### config.mk
export PLATFORM = sky130hd
export DESIGN_NAME = decimating_fir_lowpass_flat
export DESIGN_NICKNAME = d
export VERILOG_FILES = /design/src/rtl/dfl_pkg.sv /design/src/rtl/dfl_if.sv /design/src/rtl/decimating_fir_lowpass.sv /design/src/rtl/dfl_front.sv /design/src/rtl/dfl_queue.sv /design/src/rtl/dfl_back.sv /design/src/flat_wrapper.sv
export SDC_FILE = /design/constraint.sdc
export NUM_CORES = 2
export LEC_CHECK = 0
export BUFFER_PORTS_ARGS = -buffer_cell sky130_fd_sc_hd__buf_2
export CORE_MARGIN = 3
export CORE_UTILIZATION = 35
export DETAILED_ROUTE_END_ITERATION = 7
export SYNTH_ARGS = -nofsm -noshare
export SYNTH_HDL_FRONTEND = slang
export SYNTH_SLANG_ARGS = --single-unit
### constraint.sdc
create_clock -name i_clk -period 8.5 [get_ports i_clk]
set_input_delay 0.85 -clock i_clk [delete_from_list [all_inputs] [get_ports i_clk]]
set_output_delay 0.85 -clock i_clk [all_outputs]
set_load 0.02 [all_outputs]
### src/rtl/dfl_pkg.sv
package dfl_pkg;

    // Data path widths
    localparam int SAMPLE_BITS = 16;
    localparam int COEF_BITS   = 18;
    localparam int TAPS        = 49;
    localparam int TAP_AW      = $clog2(TAPS);
    localparam int PROD_W      = SAMPLE_BITS + COEF_BITS;
    localparam int ACC_W       = PROD_W + $clog2(TAPS);
    localparam int FRAC_SHIFT  = COEF_BITS - 1;

    // Decimation factor register
    localparam int INPUT_RATE_HZ = 48000;
    localparam int FACTOR_W      = 5;
    localparam logic [FACTOR_W-1:0] FACTOR_MIN   = FACTOR_W'(1);
    localparam logic [FACTOR_W-1:0] FACTOR_MAX   = FACTOR_W'(16);
    localparam logic [FACTOR_W-1:0] FACTOR_RESET = FACTOR_W'((INPUT_RATE_HZ + 4000) / 8000);

    // Front-to-back queue
    localparam int QUEUE_DEPTH = 4;

    // Hamming-windowed sinc, 3400 Hz cutoff at 48 kHz, Q1.17, sums to 2^17
    localparam logic signed [COEF_BITS-1:0] COEF_ROM [TAPS] = '{
        -18'sd132,  -18'sd111,  -18'sd65,   18'sd18,    18'sd148,
         18'sd317,   18'sd492,   18'sd612,  18'sd601,   18'sd388,
        -18'sd66,   -18'sd735,  -18'sd1520, -18'sd2239, -18'sd2657,
        -18'sd2525, -18'sd1634,  18'sd128,  18'sd2733,  18'sd5994,
         18'sd9579,  18'sd13056, 18'sd15966, 18'sd17900, 18'sd18576,
         18'sd17900, 18'sd15966, 18'sd13056, 18'sd9579,  18'sd5994,
         18'sd2733,  18'sd128,  -18'sd1634, -18'sd2525, -18'sd2657,
        -18'sd2239, -18'sd1520, -18'sd735,  -18'sd66,   18'sd388,
         18'sd601,   18'sd612,   18'sd492,  18'sd317,   18'sd148,
         18'sd18,   -18'sd65,   -18'sd111,  -18'sd132
    };

    // One queued sample and whether it completes a decimation period
    typedef struct packed {
        logic signed [SAMPLE_BITS-1:0] sample;
        logic                          fire;
    } t_job;

    typedef enum logic [1:0] {
        BK_IDLE,
        BK_MAC,
        BK_FLUSH,
        BK_DONE
    } t_back_state;

endpackage

### src/rtl/dfl_if.sv
interface dfl_in_if;
    logic                                  valid;
    logic                                  ready;
    logic signed [dfl_pkg::SAMPLE_BITS-1:0] sample_in;

    modport source (output valid, output sample_in, input ready);
    modport sink   (input valid, input sample_in, output ready);
endinterface

interface dfl_out_if;
    logic                                  valid;
    logic                                  ready;
    logic signed [dfl_pkg::SAMPLE_BITS-1:0] sample_out;

    modport source (output valid, output sample_out, input ready);
    modport sink   (input valid, input sample_out, output ready);
endinterface

### src/rtl/decimating_fir_lowpass.sv
// Channel      Dir  Payload             Beat
// i_samp_in    in   sample_in  s16 Q1.15 valid && ready
// o_samp_out   out  sample_out s16 Q1.15 valid && ready
// i_cfg_we     in   i_cfg_wdata u5       write enable high
//
// A beat enters the queue on a valid && ready handshake. A sample that does not close a
// decimation period only costs the back end a history write; one that does also walks
// the taps (history write, 49 tap reads through the one multiplier, pipeline drain, load).
// Synchronous active-low reset clears factor to 6, phase, history and queue.
// The queue decouples intake from the MAC; the output register holds a result
// while later beats are taken.
module decimating_fir_lowpass #(
    parameter int QUEUE_DEPTH = dfl_pkg::QUEUE_DEPTH
) (
    input  logic                         i_clk,
    input  logic                         i_rst_n,
    input  logic                         i_cfg_we,
    input  logic [dfl_pkg::FACTOR_W-1:0] i_cfg_wdata,
    dfl_in_if.sink                       i_samp_in,
    dfl_out_if.source                    o_samp_out
);

    logic          w_push_valid, w_push_ready;
    logic          w_pop_valid, w_pop_ready;
    logic          w_flush;
    dfl_pkg::t_job w_push_job, w_pop_job;

    dfl_front u_front (
        .i_clk        (i_clk),
        .i_rst_n      (i_rst_n),
        .i_cfg_we     (i_cfg_we),
        .i_cfg_wdata  (i_cfg_wdata),
        .i_samp_in    (i_samp_in),
        .o_push_valid (w_push_valid),
        .i_push_ready (w_push_ready),
        .o_push_job   (w_push_job),
        .o_flush      (w_flush)
    );

    dfl_queue #(
        .DEPTH (QUEUE_DEPTH)
    ) u_queue (
        .i_clk        (i_clk),
        .i_rst_n      (i_rst_n),
        .i_flush      (w_flush),
        .i_push_valid (w_push_valid),
        .o_push_ready (w_push_ready),
        .i_push_job   (w_push_job),
        .o_pop_valid  (w_pop_valid),
        .i_pop_ready  (w_pop_ready),
        .o_pop_job    (w_pop_job)
    );

    dfl_back u_back (
        .i_clk       (i_clk),
        .i_rst_n     (i_rst_n),
        .i_flush     (w_flush),
        .i_pop_valid (w_pop_valid),
        .o_pop_ready (w_pop_ready),
        .i_pop_job   (w_pop_job),
        .o_samp_out  (o_samp_out)
    );

endmodule

### src/rtl/dfl_front.sv
module dfl_front (
    input  logic                           i_clk,
    input  logic                           i_rst_n,
    input  logic                           i_cfg_we,
    input  logic [dfl_pkg::FACTOR_W-1:0]   i_cfg_wdata,
    dfl_in_if.sink                         i_samp_in,
    output logic                           o_push_valid,
    input  logic                           i_push_ready,
    output dfl_pkg::t_job                  o_push_job,
    output logic                           o_flush
);

    logic [dfl_pkg::FACTOR_W-1:0] r_factor, n_factor;
    logic [dfl_pkg::FACTOR_W-1:0] r_phase, n_phase;
    logic [dfl_pkg::FACTOR_W-1:0] w_phase_inc;
    logic                         w_fire;
    logic                         w_accept;

    // Classify the beat: does it close a decimation period
    assign w_phase_inc = r_phase + 1'b1;
    assign w_fire      = (w_phase_inc >= r_factor);
    assign w_accept    = i_samp_in.valid && i_push_ready;

    assign i_samp_in.ready   = i_push_ready;
    assign o_push_valid      = i_samp_in.valid;
    assign o_push_job.sample = i_samp_in.sample_in;
    assign o_push_job.fire   = w_fire;
    assign o_flush           = i_cfg_we;

    // Factor clamp and phase update
    always_comb begin
        n_factor = r_factor;
        n_phase  = r_phase;
        if (i_cfg_we) begin
            if (i_cfg_wdata < dfl_pkg::FACTOR_MIN) begin
                n_factor = dfl_pkg::FACTOR_MIN;
            end else if (i_cfg_wdata > dfl_pkg::FACTOR_MAX) begin
                n_factor = dfl_pkg::FACTOR_MAX;
            end else begin
                n_factor = i_cfg_wdata;
            end
            n_phase = '0;
        end else if (w_accept) begin
            n_phase = w_fire ? '0 : w_phase_inc;
        end
    end

    always_ff @(posedge i_clk) begin
        if (!i_rst_n) begin
            r_factor <= dfl_pkg::FACTOR_RESET;
            r_phase  <= '0;
        end else begin
            r_factor <= n_factor;
            r_phase  <= n_phase;
        end
    end

endmodule

### src/rtl/dfl_queue.sv
module dfl_queue #(
    parameter int DEPTH = dfl_pkg::QUEUE_DEPTH
) (
    input  logic          i_clk,
    input  logic          i_rst_n,
    input  logic          i_flush,
    input  logic          i_push_valid,
    output logic          o_push_ready,
    input  dfl_pkg::t_job i_push_job,
    output logic          o_pop_valid,
    input  logic          i_pop_ready,
    output dfl_pkg::t_job o_pop_job
);

    localparam int PW = $clog2(DEPTH);
    localparam int CW = $clog2(DEPTH + 1);

    dfl_pkg::t_job   r_mem [DEPTH];
    logic [PW-1:0]   r_wr_ptr, r_rd_ptr;
    logic [CW-1:0]   r_count;
    logic            w_push, w_pop;

    assign o_push_ready = (r_count != CW'(DEPTH));
    assign o_pop_valid  = (r_count != '0);
    assign o_pop_job    = r_mem[r_rd_ptr];
    assign w_push       = i_push_valid && o_push_ready;
    assign w_pop        = o_pop_valid && i_pop_ready;

    // Storage
    always_ff @(posedge i_clk) begin
        if (w_push) begin
            r_mem[r_wr_ptr] <= i_push_job;
        end
    end

    // Pointers and fill count
    always_ff @(posedge i_clk) begin
        if (!i_rst_n || i_flush) begin
            r_wr_ptr <= '0;
            r_rd_ptr <= '0;
            r_count  <= '0;
        end else begin
            if (w_push) begin
                r_wr_ptr <= (r_wr_ptr == PW'(DEPTH - 1)) ? '0 : r_wr_ptr + 1'b1;
            end
            if (w_pop) begin
                r_rd_ptr <= (r_rd_ptr == PW'(DEPTH - 1)) ? '0 : r_rd_ptr + 1'b1;
            end
            if (w_push && !w_pop) begin
                r_count <= r_count + 1'b1;
            end else if (w_pop && !w_push) begin
                r_count <= r_count - 1'b1;
            end
        end
    end

endmodule

### src/rtl/dfl_back.sv
module dfl_back (
    input  logic          i_clk,
    input  logic          i_rst_n,
    input  logic          i_flush,
    input  logic          i_pop_valid,
    output logic          o_pop_ready,
    input  dfl_pkg::t_job i_pop_job,
    dfl_out_if.source     o_samp_out
);

    localparam int SB   = dfl_pkg::SAMPLE_BITS;
    localparam int AW   = dfl_pkg::TAP_AW;
    localparam int AccW = dfl_pkg::ACC_W;
    localparam int Fs   = dfl_pkg::FRAC_SHIFT;
    localparam int QW   = AccW + 1 - Fs;

    localparam logic signed [AccW:0] RND_HALF =
        {{(AccW + 1 - Fs){1'b0}}, 1'b1, {(Fs - 1){1'b0}}};
    localparam logic signed [QW-1:0] SAT_HI = {{(QW - SB + 1){1'b0}}, {(SB - 1){1'b1}}};
    localparam logic signed [QW-1:0] SAT_LO = {{(QW - SB + 1){1'b1}}, {(SB - 1){1'b0}}};

    dfl_pkg::t_back_state r_state, n_state;

    // History ring, one valid bit per entry
    logic signed [SB-1:0]          r_hist [dfl_pkg::TAPS];
    logic [dfl_pkg::TAPS-1:0]      r_hvld;
    logic [AW-1:0]                 r_wptr;

    // MAC pipeline
    logic [AW-1:0]                 r_tap;
    logic [AW-1:0]                 r_raddr;
    logic signed [SB-1:0]          r_rdata;
    logic                          r_rvld_bit;
    logic                          r_s1_vld;
    logic [AW-1:0]                 r_s1_tap;
    logic signed [dfl_pkg::PROD_W-1:0] r_prod;
    logic                          r_s2_vld;
    logic signed [AccW-1:0]        r_acc;

    // Output register
    logic                          r_out_vld;
    logic signed [SB-1:0]          r_out_data;

    // Control decoded from state
    logic                          w_take;
    logic                          w_issue;
    logic                          w_load;
    logic                          w_last_tap;
    logic                          w_drained;
    logic [AW-1:0]                 w_wptr_next;
    logic [AW-1:0]                 w_raddr_prev;
    logic signed [SB-1:0]          w_samp_eff;
    logic signed [AccW:0]          w_rnd;
    logic signed [QW-1:0]          w_q;
    logic signed [SB-1:0]          w_sat;

    assign w_last_tap   = (r_tap == AW'(dfl_pkg::TAPS - 1));
    assign w_drained    = !r_s1_vld && !r_s2_vld;
    assign w_wptr_next  = (r_wptr == AW'(dfl_pkg::TAPS - 1)) ? '0 : r_wptr + 1'b1;
    assign w_raddr_prev = (r_raddr == '0) ? AW'(dfl_pkg::TAPS - 1) : r_raddr - 1'b1;

    // Next state
    always_comb begin
        n_state = r_state;
        unique case (r_state)
            dfl_pkg::BK_IDLE: begin
                if (i_pop_valid && i_pop_job.fire) begin
                    n_state = dfl_pkg::BK_MAC;
                end
            end
            dfl_pkg::BK_MAC: begin
                if (w_last_tap) begin
                    n_state = dfl_pkg::BK_FLUSH;
                end
            end
            dfl_pkg::BK_FLUSH: begin
                if (w_drained) begin
                    n_state = dfl_pkg::BK_DONE;
                end
            end
            dfl_pkg::BK_DONE: begin
                if (!r_out_vld || o_samp_out.ready) begin
                    n_state = dfl_pkg::BK_IDLE;
                end
            end
            default: n_state = dfl_pkg::BK_IDLE;
        endcase
    end

    // State outputs
    always_comb begin
        w_take  = 1'b0;
        w_issue = 1'b0;
        w_load  = 1'b0;
        unique case (r_state)
            dfl_pkg::BK_IDLE:  w_take  = i_pop_valid;
            dfl_pkg::BK_MAC:   w_issue = 1'b1;
            dfl_pkg::BK_FLUSH: ;
            dfl_pkg::BK_DONE:  w_load  = !r_out_vld || o_samp_out.ready;
            default: ;
        endcase
    end

    assign o_pop_ready = (r_state == dfl_pkg::BK_IDLE);

    always_ff @(posedge i_clk) begin
        if (!i_rst_n || i_flush) begin
            r_state <= dfl_pkg::BK_IDLE;
        end else begin
            r_state <= n_state;
        end
    end

    // History write and registered read
    always_ff @(posedge i_clk) begin
        if (w_take) begin
            r_hist[r_wptr] <= i_pop_job.sample;
        end
        r_rdata <= r_hist[r_raddr];
    end

    always_ff @(posedge i_clk) begin
        if (!i_rst_n || i_flush) begin
            r_hvld <= '0;
            r_wptr <= '0;
        end else if (w_take) begin
            r_hvld[r_wptr] <= 1'b1;
            r_wptr         <= w_wptr_next;
        end
    end

    // Tap walk, newest entry first
    always_ff @(posedge i_clk) begin
        if (w_take) begin
            r_tap   <= '0;
            r_raddr <= r_wptr;
        end else if (w_issue) begin
            r_tap   <= r_tap + 1'b1;
            r_raddr <= w_raddr_prev;
        end
    end

    // Read, multiply, accumulate
    assign w_samp_eff = r_rvld_bit ? r_rdata : '0;

    always_ff @(posedge i_clk) begin
        if (!i_rst_n || i_flush) begin
            r_s1_vld <= 1'b0;
            r_s2_vld <= 1'b0;
        end else begin
            r_s1_vld <= w_issue;
            r_s2_vld <= r_s1_vld;
        end
    end

    always_ff @(posedge i_clk) begin
        r_rvld_bit <= r_hvld[r_raddr];
        r_s1_tap   <= r_tap;
        r_prod     <= w_samp_eff * dfl_pkg::COEF_ROM[r_s1_tap];
        if (w_take) begin
            r_acc <= '0;
        end else if (r_s2_vld) begin
            r_acc <= r_acc + AccW'(r_prod);
        end
    end

    // Round half up, then saturate
    assign w_rnd = (AccW + 1)'(r_acc) + RND_HALF;
    assign w_q   = w_rnd[AccW:Fs];

    always_comb begin
        if (w_q > SAT_HI) begin
            w_sat = SAT_HI[SB-1:0];
        end else if (w_q < SAT_LO) begin
            w_sat = SAT_LO[SB-1:0];
        end else begin
            w_sat = w_q[SB-1:0];
        end
    end

    // Output register
    always_ff @(posedge i_clk) begin
        if (!i_rst_n || i_flush) begin
            r_out_vld <= 1'b0;
        end else if (w_load) begin
            r_out_vld <= 1'b1;
        end else if (o_samp_out.ready) begin
            r_out_vld <= 1'b0;
        end
    end

    always_ff @(posedge i_clk) begin
        if (w_load) begin
            r_out_data <= w_sat;
        end
    end

    assign o_samp_out.valid      = r_out_vld;
    assign o_samp_out.sample_out = r_out_data;

endmodule

### src/flat_wrapper.sv
// flat-port wrapper written by rule: the top's interface ports become plain ports
module decimating_fir_lowpass_flat 
#(
    parameter int QUEUE_DEPTH = dfl_pkg::QUEUE_DEPTH
)
  (i_clk, i_rst_n, i_cfg_we, i_cfg_wdata, i_samp_in_valid, i_samp_in_sample_in, i_samp_in_ready, o_samp_out_valid, o_samp_out_sample_out, o_samp_out_ready);
  dfl_in_if i_samp_in_i ();
  dfl_out_if o_samp_out_i ();
  input  logic i_clk;
  input  logic i_rst_n;
  input  logic i_cfg_we;
  input  logic [dfl_pkg::FACTOR_W-1:0] i_cfg_wdata;
  input wire logic [$bits(i_samp_in_i.valid)-1:0] i_samp_in_valid;
  input wire logic [$bits(i_samp_in_i.sample_in)-1:0] i_samp_in_sample_in;
  output wire logic [$bits(i_samp_in_i.ready)-1:0] i_samp_in_ready;
  output wire logic [$bits(o_samp_out_i.valid)-1:0] o_samp_out_valid;
  output wire logic [$bits(o_samp_out_i.sample_out)-1:0] o_samp_out_sample_out;
  input wire logic [$bits(o_samp_out_i.ready)-1:0] o_samp_out_ready;
  assign i_samp_in_i.valid = i_samp_in_valid;
  assign i_samp_in_i.sample_in = i_samp_in_sample_in;
  assign i_samp_in_ready = i_samp_in_i.ready;
  assign o_samp_out_valid = o_samp_out_i.valid;
  assign o_samp_out_sample_out = o_samp_out_i.sample_out;
  assign o_samp_out_i.ready = o_samp_out_ready;
  decimating_fir_lowpass #(.QUEUE_DEPTH(QUEUE_DEPTH)) u_core (.i_clk(i_clk), .i_rst_n(i_rst_n), .i_cfg_we(i_cfg_we), .i_cfg_wdata(i_cfg_wdata), .i_samp_in(i_samp_in_i), .o_samp_out(o_samp_out_i));
endmodule
# == After elaboration in Yosys (flattened, before gate mapping) ==
# Memory sizes are Yosys's and may differ from the RTL's. A register that Yosys moved wholly into a read port is not among the register bits.
# Cells that the tools add are included.
# totals
reg_bits,186
latch_bits,0
ram_bits,852
romBits,1152
in_bits,26
out_inout_bits,18
wordCells,114
mem_count,3
# classes
addsub,10
multipliers,1
div,0
magnitude_cmp,9
n_eq_ne,12
n_shift,0
mux,35
bitwise_logic,3
reduce_logical,23
# mem_list
name,words,width,rd,rd_ports_with_merged_regs,write_ports,line,rtl
(name not given),64,18,1,0,0,dfl_back.sv:159,r_prod <= w_samp_eff * dfl_pkg::COEF_ROM[r_s1_tap];
u_core.u_back.r_hist,49,16,1,1,1,dfl_back.sv:25,logic signed [SB-1:0] r_hist [dfl_pkg::TAPS];
u_core.u_queue.r_mem,4,17,1,1,1,dfl_queue.sv:18,dfl_pkg::t_job r_mem [DEPTH];
# op_table
cell,count
$or 49x49->49,1
$add 40x18->41 const B,1
$add 40x34->40,1
$mux 18,2
$mul 16x18->34,1
$mux 16,2
$gt 24x16->1 const B,1
$lt 24x16->1 const B,1
$mux 6,4
$mux 2,8
$mux 5,3
$lt 6x7->1 const B,2
$add 6x1->6 const B,2
$eq 6x6->1 const B,2
$mux 1,11
$eq 2x2->1 const B,4
$ne 2x2->1 const B,4
$pmux 2 s4,1
$ge 7x7->1 const B,1
$logic_and 1x1->1,7
$not 6->7,1
$bmux 1 s6,1
$demux 1 s6,1
$ge 6x1->1 const B,1
20 further kinds,30

# == Depth between registers and ports, before layout ==
# logic_depth
depth_word,6
ltp_mapped,34
ltp_nobuf,31

# == By module ==
# From an unflattened synthesis, not the netlist that was laid out.
# hier_totals
cells_unflattened,4187
area_unflattened_um2,54398.4
# modules_own_cells
module,instances,cells_per_inst,area_each_um2,seq_area_each_um2
dfl_back,1,3969,50738.7,27466.3
dfl_queue,1,138,2925.3,2222.1
dfl_front,1,80,734.5,200.2

# == Worst setup path before layout ==
# No wires, ideal clock.
# synth_path
kind,register -> register
startpoint,register u_core.u_back.r_s1_tap[1]
endpoint,register u_core.u_back.r_prod[33] in the netlist's numbering
setup_time_ns,0.129
arrival_ns,7.573
slack_ns,0.798
stages_incl_launch_ff,28
n_path_buf,2
cell_sequence,dfxtp_1 clkbuf_1 inv_1 ha_1 clkbuf_1 nor3_1 a21oi_1 mux4_2 o32ai_1 nor2_1 fa_1 fa_1 fa_1 fa_1 fa_1 inv_1 fa_1 inv_1 ha_1 and3_4 and2_1 a221oi_1 nand2_1 o221ai_2 nand2b_1 nor2_1 o41ai_1 xnor2_1
# synth_between
elab_chain_len,5
# synth_lines
element,line,rtl
from (decl),dfl_back.sv:35,logic [AW-1:0] r_s1_tap;
from (signal assigned),dfl_back.sv:158,r_s1_tap <= r_tap;
$not 6->7 (implied by the code),dfl_back.sv:159,
$mem_v2 64x18,-,
$mux 18 (implied by the code) (2 in a row),dfl_back.sv:159,
$mul 16x18->34,dfl_back.sv:159,
to (signal assigned),dfl_back.sv:159,
to (decl),dfl_back.sv:36,logic signed [dfl_pkg::PROD_W-1:0] r_prod;
# Every way passes these cells. The select of a mux whose other input is x is not followed.
# A chain may end at the register's enable or synchronous reset.

# == Worst setup path after layout ==
# Same ends and word-level chain as after synthesis.

==> results.ini <==
[grt]
track_usage_pct = 16.3
grt.overflow.total = 0
grt_pass1_vias = 31600
grt_pass1_wl_um = 196000
antenna_found_initial = 8
grt_max_degree = 111

[cts]
cts_tree = yes
clock_sinks = 1056
clock_latency_ns = 0.72
ctsHoldBuffers = 0
cts_resized = 0
cts_root_buffer = clkbuf_16
cts_made_buffers = 104
postCtsSetupRepairBufs = 0
clkTransAtPathRegs_ns = 0.06
cts.path.max_buffers = 3
cts_max_level = 3

[drt]
viasPerCell = 5.14
routed-wl-met2_um = 62300
drt-met1-wl_um = 54500
ant_nets = 0
first_pass_iters = 5
routed-via-count = 30300
drcViolationCount = 0
drt_iter0_drc = 2545
route.met3.wl_um = 7460
routed.top_layer = met4
avgRoutedWirePerCell_um = 21.6
finalWirelength_um = 127000

[sta]
max_freq_mhz = 126
slew_headroom_pct = 16.3
grt_setup_unrepaired = no
fin_crit_sh_pct = 93.1
fin_tns_setup_ns = 0
drv_slew = 0
tightest_slew_ns = 1.26
hold_viol = 0
fin_skew_ns = 0.0504
setup_viol = 0
min_period_ns = 7.91

[placement]
dp.cells = 5705
gp_congestion = 0.908
dpl.hpwl_um = 82800
io_buffer_count = 43

[critical_path]
critPathMaxFanout = 9
critPathKind = register to register
cp.required_ns = 9.05
cp.arrival_ns = 8.47
crit_buf_inv = 6
crit_path_frequent_cell = fa_1
max_stage_delay_ns = 0.55
cpMaxStageDelayCell = fa_1
worstSetupEndpointType = register
start_kind = register
cp_top_family = adder cells

[hold_path]
hold_path.class = primary input to register

[final_layout]
drive_gt1_share_pct = 16.4
area_growth_pct = 11.7
instances_no_fill = 5901
final_cell_mix = 874 x edfxtp_1, 378 x inv_1, 372 x nor2_1, 275 x mux4_2, 273 x fa_1
final_common_cell = edfxtp_1
final_nets = 4252

[floorplan]
initial_utilization_pct = 35.4
design.portCount = 44
rows = 142
design.core.area_um2 = 151000
die_h_um = 397
die_w_um = 397
dieArea_um2 = 157000

[synth]
synth_cells = 3718
synth_ff_type = edfxtp_1
synth_fp_nets = 4175
synth_area_um2 = 53500
async_flop_share_pct = 0
ys_ff_latch = 1056
syn_area_per_cell_um2 = 14.4
ys_types = 94
yosysSeqAreaShare_pct = 55.9
synth_edf_count = 874
ys.warnings.count = 0

[job]
cap_violations = 0

[pwr]
p_leak_nw = 21.7
powerDensity_nw_per_um2 = 257
ir_drop_mv = 0.235

[status]
status = complete, no violations

==> layer usage <==
layer | vias to the layer above | GRT usage [%]
met5 | - | 0
met4 | 0 | 4.11
met3 | 193 | 2.93
met2 | 915 | 27.3
met1 | 15600 | 22.0
li1 | 13600 | -
==> per-stage QoR <==
stage	util [%]	cell area [um2]	setup slack [ns]	power [mW]	hold WS [ns]
after floorplan	-	53500	0.798	9.51	0.356
after global placement	37.4	56400	0.860	10.9	0.376
after detailed placement	37.4	56400	0.629	11.0	0.383
after CTS	39.6	59700	0.588	15.5	0.298
after global routing	39.6	59700	0.0877	16.1	0.322
final	39.6	59700	0.586	15.4	0.356
==> sequential cells by signal, summed over array words and instances, names as in the netlist, 2 cells and up, named ones only <==
register / flops
u_core.u_back.o_samp_out.sample_out: 16
u_core.u_back.r_acc: 40
u_core.u_back.r_hist: 784
u_core.u_back.r_hvld: 49
u_core.u_back.r_prod: 34
u_core.u_back.r_raddr: 6
u_core.u_back.r_rdata: 16
u_core.u_back.r_s1_tap: 6
u_core.u_back.r_state: 2
u_core.u_back.r_tap: 6
u_core.u_back.r_wptr: 6
u_core.u_front.r_factor: 5
u_core.u_front.r_phase: 5
u_core.u_queue.r_count: 3
u_core.u_queue.r_mem: 68
u_core.u_queue.r_rd_ptr: 2
u_core.u_queue.r_wr_ptr: 2
==> cells by family (layout without fill, tap and decap cells) <==
kind of cell    Yosys count  in the layout  share of synthesized area [%]
mux                     328            328                           12.6
flops                  1056           1056                           55.9
compound gates          406            406                           5.01
buf+inv                 548            714                           3.98
xor+xnor                 96             96                           1.57
fa+ha+maj               431            431                           13.9
simple gates            853            853                           7.04
other cells               0              1                              0
==> power breakdown <==
part           internal [mW]  leakage (nW)  switching, mW
Combinational           1.76          10.8           2.66
Sequential              6.27          9.35          0.166
Clock                   2.54          1.61           1.98
==> cell type report <==
cell class / instances / area (um2)
diodes: 1 / 2.50
clock inverters: 56 / 593
multi-input cells: 2114 / 21600
clock buffers: 139 / 2760
repair buffers: 140 / 968
fillers: 13900 / 91100
flip-flops and latches: 1056 / 29900
inverters: 379 / 1420
well taps: 2016 / 2520
==> cells in the mapped netlist (4+ instances only) <==
library cell	number	area (um2)
a21o_1	37	278
buf_2	30	150
inv_1	378	1420
a211oi_1	37	278
nor2b_1	33	206
o21a_1	11	82.6
nand4_1	21	131
clkbuf_1	110	413
and4_1	4	35.0
o221ai_1	4	35.0
xnor2_1	59	517
mux4_2	275	6190
xor2_1	37	324
nor2_1	419	1570
buf_1	22	82.6
mux2i_1	52	521
or3_1	10	62.6
ha_1	158	1980
and3_1	17	106
nand2b_1	16	100
o22ai_1	10	62.6
dfxtp_1	182	3640
and2_1	20	125
fa_1	273	5470
edfxtp_1	874	26200
nand3_1	38	190
a31oi_1	26	163
o211ai_1	9	67.6
nand3b_1	9	67.6
nor3_1	26	130
o31ai_1	5	37.5
a21oi_1	105	526
a311oi_1	4	35.0
buf_4	4	30.0
o21ai_0	52	260
nand2_1	217	815
o21bai_1	10	75.1
o21ai_1	37	185
==> path summary, 6_finish.rpt <==
| kind | startpoint | end | slack, ns | cells after the start |
|---|---|---|---|---|
| worst max register to register | u_core.u_back.r_s1_tap[1]$_DFF_P_ | u_core.u_back.r_prod[33]$_DFF_P_ | 0.59 | 28 |
| worst min register to register | u_core.u_back.r_tap[5]$_SDFFE_PP0P_ | u_core.u_back.r_s1_tap[5]$_DFF_P_ | 0.39 | 0 |
| worst min-delay path | i_samp_in_sample_in[14] | u_core.u_queue.r_mem[1][15]$_DFFE_PP_ | 0.36 | 1 |
| worst max-delay path | u_core.u_back.r_s1_tap[1]$_DFF_P_ | u_core.u_back.r_prod[33]$_DFF_P_ | 0.59 | 28 |
No activity file was read; power rests on OpenSTA's default activity.
